--- src/rtl/okvt_pkg.sv ---
// Shared definitions for the ordered key/value table.
// Holds opcodes, parameter defaults and the controller/datapath structs; no dependencies.
`timescale 1ns / 1ps

package okvt_pkg;

  localparam int DEF_ENTRIES     = 16;
  localparam int DEF_KEY_WIDTH   = 32;
  localparam int DEF_VALUE_WIDTH = 32;

  localparam logic [2:0] OP_INSERT    = 3'd0;
  localparam logic [2:0] OP_UPDATE    = 3'd1;
  localparam logic [2:0] OP_UPSERT    = 3'd2;
  localparam logic [2:0] OP_ERASE     = 3'd3;
  localparam logic [2:0] OP_GET_KEY   = 3'd4;
  localparam logic [2:0] OP_CONTAINS  = 3'd5;
  localparam logic [2:0] OP_GET_POS   = 3'd6;

  typedef struct packed {
    logic load_req;
    logic idx_clr;
    logic idx_pos;
    logic idx_inc;
    logic rd_en;
    logic rd_next;
    logic wr_en;
    logic wr_shift;
    logic wr_at_count;
    logic cnt_inc;
    logic cnt_dec;
    logic out_load;
    logic ok;
    logic full;
    logic found;
  } cmd_t;

  typedef struct packed {
    logic [2:0] opcode;
    logic       key_match;
    logic       idx_last;
    logic       cnt_zero;
    logic       cnt_full;
    logic       pos_ok;
    logic       out_busy;
  } sts_t;

endpackage

--- src/rtl/ordered_key_value_table.sv ---
// Ordered key/value table: insertion-ordered map of unique keys over one entry memory.
// Key ops scan the entries in order for a match (up to ENTRIES) and then resolve; an erase
// then shifts every later entry down by one. Get by position reads that entry directly.
// Requests are taken one at a time, only while idle. The next beat may be taken while a reply
// waits in the output register; its own reply is held back until that register is free.
// Reset: count and handshake state clear at once; memory contents undefined, no clearing pass.
`timescale 1ns / 1ps

module ordered_key_value_table #(
  parameter int ENTRIES     = okvt_pkg::DEF_ENTRIES,
  parameter int KEY_WIDTH   = okvt_pkg::DEF_KEY_WIDTH,
  parameter int VALUE_WIDTH = okvt_pkg::DEF_VALUE_WIDTH,
  localparam int IDX_W      = $clog2(ENTRIES),
  localparam int CNT_W      = $clog2(ENTRIES + 1)
) (
  input  logic                   clk_i,
  input  logic                   rst_ni,
  input  logic                   in_valid_i,
  output logic                   in_ready_o,
  input  logic [2:0]             opcode_i,
  input  logic [KEY_WIDTH-1:0]   req_key_i,
  input  logic [VALUE_WIDTH-1:0] req_value_i,
  input  logic [IDX_W-1:0]       position_i,
  output logic                   out_valid_o,
  input  logic                   out_ready_i,
  output logic                   ok_o,
  output logic [KEY_WIDTH-1:0]   found_key_o,
  output logic [VALUE_WIDTH-1:0] found_value_o,
  output logic [CNT_W-1:0]       count_o,
  output logic                   full_res_o
);

  okvt_pkg::cmd_t cmd;
  okvt_pkg::sts_t sts;

  okvt_ctrl u_ctrl (
    .clk_i      (clk_i),
    .rst_ni     (rst_ni),
    .in_valid_i (in_valid_i),
    .in_ready_o (in_ready_o),
    .sts_i      (sts),
    .cmd_o      (cmd)
  );

  okvt_dp #(
    .ENTRIES     (ENTRIES),
    .KEY_WIDTH   (KEY_WIDTH),
    .VALUE_WIDTH (VALUE_WIDTH)
  ) u_dp (
    .clk_i         (clk_i),
    .rst_ni        (rst_ni),
    .cmd_i         (cmd),
    .sts_o         (sts),
    .opcode_i      (opcode_i),
    .req_key_i     (req_key_i),
    .req_value_i   (req_value_i),
    .position_i    (position_i),
    .out_ready_i   (out_ready_i),
    .out_valid_o   (out_valid_o),
    .ok_o          (ok_o),
    .found_key_o   (found_key_o),
    .found_value_o (found_value_o),
    .count_o       (count_o),
    .full_res_o    (full_res_o)
  );

  a_count_bound: assert property (@(posedge clk_i) disable iff (!rst_ni)
    out_valid_o |-> (count_o <= CNT_W'(ENTRIES)))
    else $error("reply count exceeds table size");

  a_full_at_limit: assert property (@(posedge clk_i) disable iff (!rst_ni)
    (out_valid_o && full_res_o) |-> (!ok_o && (count_o == CNT_W'(ENTRIES))))
    else $error("full reply without a full table or with ok set");

  a_fail_no_data: assert property (@(posedge clk_i) disable iff (!rst_ni)
    (out_valid_o && !ok_o) |-> ((found_key_o == '0) && (found_value_o == '0)))
    else $error("failed reply carries entry data");

endmodule

--- src/rtl/okvt_ctrl.sv ---
// Sequencer for the ordered key/value table: scan, resolve, shift and reply.
// Depends on okvt_pkg for opcodes and the command/status structs.
`timescale 1ns / 1ps

module okvt_ctrl (
  input  logic           clk_i,
  input  logic           rst_ni,
  input  logic           in_valid_i,
  output logic           in_ready_o,
  input  okvt_pkg::sts_t sts_i,
  output okvt_pkg::cmd_t cmd_o
);

  typedef enum logic [3:0] {
    S_IDLE,
    S_START,
    S_RD,
    S_CMP,
    S_RESOLVE,
    S_SH_RD,
    S_SH_WR,
    S_PRD,
    S_DONE
  } state_e;

  state_e state_q, state_d;
  logic   ok_q, ok_d;
  logic   full_q, full_d;
  logic   found_q, found_d;
  logic   hit_q, hit_d;

  always_comb begin
    state_d    = state_q;
    ok_d       = ok_q;
    full_d     = full_q;
    found_d    = found_q;
    hit_d      = hit_q;
    cmd_o      = '0;
    cmd_o.ok    = ok_q;
    cmd_o.full  = full_q;
    cmd_o.found = found_q;
    in_ready_o = 1'b0;
    case (state_q)
      S_IDLE: begin
        in_ready_o = 1'b1;
        if (in_valid_i) begin
          cmd_o.load_req = 1'b1;
          state_d        = S_START;
        end
      end
      S_START: begin
        ok_d    = 1'b0;
        full_d  = 1'b0;
        found_d = 1'b0;
        hit_d   = 1'b0;
        case (sts_i.opcode)
          okvt_pkg::OP_GET_POS: begin
            if (sts_i.pos_ok) begin
              cmd_o.idx_pos = 1'b1;
              state_d       = S_PRD;
            end else begin
              state_d = S_DONE;
            end
          end
          okvt_pkg::OP_INSERT, okvt_pkg::OP_UPDATE, okvt_pkg::OP_UPSERT,
          okvt_pkg::OP_ERASE, okvt_pkg::OP_GET_KEY, okvt_pkg::OP_CONTAINS: begin
            cmd_o.idx_clr = 1'b1;
            state_d       = sts_i.cnt_zero ? S_RESOLVE : S_RD;
          end
          default: begin
            state_d = S_DONE;
          end
        endcase
      end
      S_RD: begin
        cmd_o.rd_en = 1'b1;
        state_d     = S_CMP;
      end
      S_CMP: begin
        if (sts_i.key_match) begin
          hit_d   = 1'b1;
          state_d = S_RESOLVE;
        end else if (sts_i.idx_last) begin
          state_d = S_RESOLVE;
        end else begin
          cmd_o.idx_inc = 1'b1;
          state_d       = S_RD;
        end
      end
      S_RESOLVE: begin
        state_d = S_DONE;
        case (sts_i.opcode)
          okvt_pkg::OP_INSERT, okvt_pkg::OP_UPSERT: begin
            if (hit_q) begin
              if (sts_i.opcode == okvt_pkg::OP_UPSERT) begin
                cmd_o.wr_en = 1'b1;
                ok_d        = 1'b1;
              end
            end else if (sts_i.cnt_full) begin
              full_d = 1'b1;
            end else begin
              cmd_o.wr_en       = 1'b1;
              cmd_o.wr_at_count = 1'b1;
              cmd_o.cnt_inc     = 1'b1;
              ok_d              = 1'b1;
            end
          end
          okvt_pkg::OP_UPDATE: begin
            if (hit_q) begin
              cmd_o.wr_en = 1'b1;
              ok_d        = 1'b1;
            end
          end
          okvt_pkg::OP_ERASE: begin
            if (hit_q) begin
              ok_d    = 1'b1;
              state_d = S_SH_RD;
            end
          end
          okvt_pkg::OP_GET_KEY: begin
            ok_d    = hit_q;
            found_d = hit_q;
          end
          okvt_pkg::OP_CONTAINS: begin
            ok_d = hit_q;
          end
          default: begin
            ok_d = 1'b0;
          end
        endcase
      end
      S_SH_RD: begin
        if (sts_i.idx_last) begin
          cmd_o.cnt_dec = 1'b1;
          state_d       = S_DONE;
        end else begin
          cmd_o.rd_en   = 1'b1;
          cmd_o.rd_next = 1'b1;
          state_d       = S_SH_WR;
        end
      end
      S_SH_WR: begin
        cmd_o.wr_en    = 1'b1;
        cmd_o.wr_shift = 1'b1;
        cmd_o.idx_inc  = 1'b1;
        state_d        = S_SH_RD;
      end
      S_PRD: begin
        cmd_o.rd_en = 1'b1;
        ok_d        = 1'b1;
        found_d     = 1'b1;
        state_d     = S_DONE;
      end
      S_DONE: begin
        if (!sts_i.out_busy) begin
          cmd_o.out_load = 1'b1;
          state_d        = S_IDLE;
        end
      end
      default: begin
        state_d = S_IDLE;
      end
    endcase
  end

  always_ff @(posedge clk_i or negedge rst_ni) begin
    if (!rst_ni) begin
      state_q <= S_IDLE;
      ok_q    <= 1'b0;
      full_q  <= 1'b0;
      found_q <= 1'b0;
      hit_q   <= 1'b0;
    end else begin
      state_q <= state_d;
      ok_q    <= ok_d;
      full_q  <= full_d;
      found_q <= found_d;
      hit_q   <= hit_d;
    end
  end

endmodule

--- src/rtl/okvt_dp.sv ---
// Datapath for the ordered key/value table: request latch, entry memory,
// scan index, entry count and result register. Depends on okvt_pkg.
`timescale 1ns / 1ps

module okvt_dp #(
  parameter int ENTRIES     = okvt_pkg::DEF_ENTRIES,
  parameter int KEY_WIDTH   = okvt_pkg::DEF_KEY_WIDTH,
  parameter int VALUE_WIDTH = okvt_pkg::DEF_VALUE_WIDTH,
  localparam int IDX_W      = $clog2(ENTRIES),
  localparam int CNT_W      = $clog2(ENTRIES + 1)
) (
  input  logic                   clk_i,
  input  logic                   rst_ni,
  input  okvt_pkg::cmd_t         cmd_i,
  output okvt_pkg::sts_t         sts_o,
  input  logic [2:0]             opcode_i,
  input  logic [KEY_WIDTH-1:0]   req_key_i,
  input  logic [VALUE_WIDTH-1:0] req_value_i,
  input  logic [IDX_W-1:0]       position_i,
  input  logic                   out_ready_i,
  output logic                   out_valid_o,
  output logic                   ok_o,
  output logic [KEY_WIDTH-1:0]   found_key_o,
  output logic [VALUE_WIDTH-1:0] found_value_o,
  output logic [CNT_W-1:0]       count_o,
  output logic                   full_res_o
);

  localparam int ENT_W = KEY_WIDTH + VALUE_WIDTH;

  logic [2:0]             op_q;
  logic [KEY_WIDTH-1:0]   key_q;
  logic [VALUE_WIDTH-1:0] val_q;
  logic [IDX_W-1:0]       pos_q;
  logic [IDX_W-1:0]       idx_q;
  logic [CNT_W-1:0]       cnt_q;
  logic [ENT_W-1:0]       mem_q [ENTRIES];
  logic [ENT_W-1:0]       rd_q;
  logic [IDX_W-1:0]       rd_addr;
  logic [IDX_W-1:0]       wr_addr;
  logic [ENT_W-1:0]       wr_data;
  logic                   out_valid_q;
  logic                   ok_q;
  logic                   full_q;
  logic [KEY_WIDTH-1:0]   fkey_q;
  logic [VALUE_WIDTH-1:0] fval_q;
  logic [CNT_W-1:0]       ocnt_q;

  assign rd_addr = cmd_i.rd_next ? idx_q + IDX_W'(1) : idx_q;
  assign wr_addr = cmd_i.wr_at_count ? cnt_q[IDX_W-1:0] : idx_q;
  assign wr_data = cmd_i.wr_shift ? rd_q : {key_q, val_q};

  assign sts_o.opcode    = op_q;
  assign sts_o.key_match = (rd_q[ENT_W-1:VALUE_WIDTH] == key_q);
  assign sts_o.idx_last  = ((CNT_W'(idx_q) + CNT_W'(1)) == cnt_q);
  assign sts_o.cnt_zero  = (cnt_q == '0);
  assign sts_o.cnt_full  = (cnt_q == CNT_W'(ENTRIES));
  assign sts_o.pos_ok    = (CNT_W'(pos_q) < cnt_q);
  assign sts_o.out_busy  = out_valid_q && !out_ready_i;

  always_ff @(posedge clk_i) begin
    if (cmd_i.load_req) begin
      op_q  <= opcode_i;
      key_q <= req_key_i;
      val_q <= req_value_i;
      pos_q <= position_i;
    end
    if (cmd_i.idx_pos) begin
      idx_q <= pos_q;
    end else if (cmd_i.idx_clr) begin
      idx_q <= '0;
    end else if (cmd_i.idx_inc) begin
      idx_q <= idx_q + IDX_W'(1);
    end
    if (cmd_i.rd_en) begin
      rd_q <= mem_q[rd_addr];
    end
    if (cmd_i.wr_en) begin
      mem_q[wr_addr] <= wr_data;
    end
    if (cmd_i.out_load) begin
      ok_q   <= cmd_i.ok;
      full_q <= cmd_i.full;
      fkey_q <= cmd_i.found ? rd_q[ENT_W-1:VALUE_WIDTH] : '0;
      fval_q <= cmd_i.found ? rd_q[VALUE_WIDTH-1:0] : '0;
      ocnt_q <= cnt_q;
    end
  end

  always_ff @(posedge clk_i or negedge rst_ni) begin
    if (!rst_ni) begin
      cnt_q       <= '0;
      out_valid_q <= 1'b0;
    end else begin
      if (cmd_i.cnt_inc) begin
        cnt_q <= cnt_q + CNT_W'(1);
      end else if (cmd_i.cnt_dec) begin
        cnt_q <= cnt_q - CNT_W'(1);
      end
      if (cmd_i.out_load) begin
        out_valid_q <= 1'b1;
      end else if (out_ready_i) begin
        out_valid_q <= 1'b0;
      end
    end
  end

  assign out_valid_o   = out_valid_q;
  assign ok_o          = ok_q;
  assign full_res_o    = full_q;
  assign found_key_o   = fkey_q;
  assign found_value_o = fval_q;
  assign count_o       = ocnt_q;

endmodule

--- config.mk ---
export PLATFORM = sky130hd
export DESIGN_NAME = ordered_key_value_table
export DESIGN_NICKNAME = d
export VERILOG_FILES = /design/src/rtl/okvt_pkg.sv /design/src/rtl/ordered_key_value_table.sv /design/src/rtl/okvt_ctrl.sv /design/src/rtl/okvt_dp.sv
export SDC_FILE = /design/constraint.sdc
export NUM_CORES = 1
export LEC_CHECK = 0
export ABC_CLOCK_PERIOD_IN_PS = 7500
export BUFFER_PORTS_ARGS = -buffer_cell sky130_fd_sc_hd__buf_4
export CAP_MARGIN = 15
export CORE_MARGIN = 2
export CORE_UTILIZATION = 30
export CTS_CLUSTER_SIZE = 10
export DETAILED_ROUTE_END_ITERATION = 8
export PLACE_DENSITY = 0.48
export SYNTH_ARGS = -nofsm -noshare
export SYNTH_HDL_FRONTEND = slang
export SYNTH_SLANG_ARGS = --single-unit
export TNS_END_PERCENT = 20
--- constraint.sdc ---
create_clock -name clk_i -period 7.5 [get_ports clk_i]
set_input_delay 0.375 -clock clk_i [delete_from_list [all_inputs] [get_ports clk_i]]
set_output_delay 0.375 -clock clk_i [all_outputs]
set_load 0.02 [all_outputs]
==> results.cfg <==
[critical_path]
crit_path_cell_trace = ha_1, nor2b_1, o31ai_1, o211ai_1, nand2_4, nand2_2, buf_4, nor2_1, a221o_1, or4_1
r2r_end = u_dp.rd_q[48]
startpoint_type = register
critical_path_class = reg -> reg
crit_fanout = 60
slowest_stage = buf_4
critPathRequiredTime_ns = 8.00
reg2reg_from = u_dp.idx_q[0]
max_stage_delay_ns = 0.68
reg2reg_slack_ns = 2.51
arrival_ns = 5.49
ff2ff_path_depth = 10
end_kind = register

[logic_synthesis]
ys_types = 61
synth_ff_type = edfxtp_1
syn_nets = 3305
synth-edff-count = 1234
synth_cells = 3222
synth_warnings = 0
seq_area_frac_synth = 0.7662
synthArstFlopShare = 0.01122
yosysMostFrequentCell = edfxtp_1
ys_seq_elements = 1248
synthTopCellsByCount = edfxtp_1, nand2_1, o22ai_1
synth.avg_cell_area_sq_um = 15.15
netlist.area_leader.share = 0.7590
synthTopCellsByArea = edfxtp_1, o22ai_1, nand2_1
yosysTopAreaCell = edfxtp_1
syn_area_sq_um = 48820

[die]
rows = 148
initial_core_util = 0.3010
core_area_sq_um = 162200
die_w_microns = 407.4
io_pins = 148
dieHeight_microns = 407.4
dieArea_sq_um = 166000

[sta]
slew_headroom = 0.2275
finalSetupViolCount = 0
fmax_ghz = 0.2004
min_period_ns = 4.991
rsz0062_at_grt = false
slew_violations = 0
finalHoldViolCount = 0
worst_pin_slew_ns = 1.159
timing.final.crit_share = 0.6655
whs_ns = 0.3226
setup_tns_ns = 0
fin_skew_ns = 0.02647
finalWorstSetupSlack_ns = 2.509

[grt]
grt_pass1_wl_microns = 207600
use_met3 = 0.02631
grt_overflow = 0
grt_pass1_vias = 29210
grt.met2_usage = 0.2846
antenna_found_initial = 6
grt.total_usage = 0.1702
use_met1 = 0.2286
grt_max_degree = 123
busiest_layer = met2

[finish]
regArea_sq_um = 37410
design_area_sq_um = 57610
drive_gt1_frac = 0.1455
fillers = 15570
multi_input_area_sq_um = 10810
num-nets-final = 3547
syn2layout_area_growth_pct = 18.00

[min_path]
hp-class = in -> reg
min_to = u_dp.key_q[18]
min_from = req_key_i[18]
whs_path_depth = 2

[placement]
placed_cell_area_sq_um = 52690
pre_cts_slack_ns = 2.482
dp_hpwl_microns = 75330
routabilityCongestion = 0.7767
io_buffer_count = 147

[routing]
final_antenna_net_count = 0
wirelength_microns = 143400
via_per_inst = 5.115
vias = 29110
drtIter0Drc = 2416
drt_pass1_iterations = 5
wl_per_cell_microns = 25.19
drc_errors = 0

[status]
status = completed

[clock_tree]
cts_max_level = 4
cts-root-buf = clkbuf_16
cts_tree = built
cts_max_path_buffers = 3
cts_resized = 0
clkSinkCount = 1248
cts_buffers = 149
path_clk_slew_ns = 0.06
postCtsSetupRepairBufs = 0
clkLatencyLatePin_ns = 0.77

[flow_run]
drv_cap = 0

[pwr]
p_per_area_nw_per_um2 = 382.7
p_total_mw = 22.04
leakagePower_nw = 18.59
irDropWorstVdd_v = 0.0003047
==> state kept, by name, summed over array words and instances (netlist names), 3 cells and up <==
register and count:
u_dp.count_o 5, u_dp.found_key_o 32, u_dp.op_q 3, u_dp.cnt_q 5, u_dp.idx_q 4, u_dp.rd_q 64, u_ctrl.state_q 4, u_dp.mem_q 1024
u_dp.found_value_o 32, u_dp.key_q 32, u_dp.val_q 32, u_dp.pos_q 4
==> routing by layer <==
| layer | part of all wire | wire (microns) |
|---|---|---|
| met5 | 0.000091 | 13 |
| met4 | 0.025 | 3530 |
| met2 | 0.48 | 69340 |
| met3 | 0.052 | 7395 |
| met1 | 0.44 | 63070 |
==> critical path: cells and delay by family (launching register included) <==
| kind | cells | cell delay, ns |
|---|---|---|
| compound gates | 3 | 1.17 |
| fa+ha+maj | 1 | 0.37 |
| simple gates | 5 | 1.89 |
| flops | 1 | 0.55 |
| buf+inv | 1 | 0.68 |
==> worst max-delay path by stage <==
stage | slack, ns | start | end | cells past startpoint
finish | 2.51 | u_dp.idx_q[0] | u_dp.rd_q[48] | 10
global route | 2.15 | u_dp.idx_q[0] | u_dp.rd_q[43] | 10
CTS | 2.45 | u_dp.idx_q[0] | u_dp.rd_q[48] | 10
detailed placement | 2.48 | u_dp.idx_q[0] | u_dp.rd_q[40] | 10
global placement | 2.54 | u_dp.idx_q[0] | u_dp.rd_q[48] | 10
floorplan | 2.56 | u_ctrl.state_q[3] | u_dp.mem_q[3][0] | 10
==> where the power goes <==
group          internal (mW)  total (mW)  switching [mW]
sequential              8.73        9.17           0.442
clock                   3.71        6.43            2.72
combinational           1.90        6.44            4.54
total                   14.3        22.0            7.71
==> through the flow <==
stage,instances,util
finish,5691,0.3551
global route,5688,0.3551
CTS,5688,0.3551
detailed placement,5413,0.3248
global placement,5413,0.3248
floorplan,3222,-
==> cells in the final DEF (no fill, tap or decap), types with 36 or more instances in the layout <==
| cell type | count |
|---|---|
| clkbuf_16 | 154 |
| and2_1 | 66 |
| a31oi_1 | 57 |
| o21ai_0 | 108 |
| mux2_2 | 65 |
| dlygate4sd3_1 | 75 |
| mux2i_1 | 64 |
| nand2_1 | 394 |
| nor4_1 | 36 |
| o221ai_1 | 87 |
| a21oi_1 | 90 |
| o22ai_1 | 240 |
| edfxtp_1 | 1234 |
| buf_4 | 214 |
| nand3_1 | 120 |
| xor2_1 | 37 |
| nor2_1 | 86 |
| nor3_1 | 63 |
==> final cells by class <==
type	instances	area share
Antenna cell	3	0.0001303
Clock buffer	176	0.06833
Clock inverter	24	0.003953
Inverter	10	0.0006516
Multi-Input combinational cell	1761	0.1877
Sequential cell	1248	0.6493
Tap cell	2175	0.04724
Timing Repair Buffer	294	0.04266
==> logic make-up after synthesis <==
group | share of synthesized area
AOI/OAI and AO/OA | 0.09342
xor gates and xnor gates | 0.009509
adders and majority gates | 0.002204
buffers and inverters | 0.01845
DFF | 0.7662
muxes | 0.02832
and+or+nand+nor | 0.08189
==> timing repair <==
action                     4_1_cts  5_1_grt
setup endpoints to repair        0        0
hold buffers                    75        0
hold endpoints to repair        87        0
Note: power is estimated with default switching activity, not from simulation.
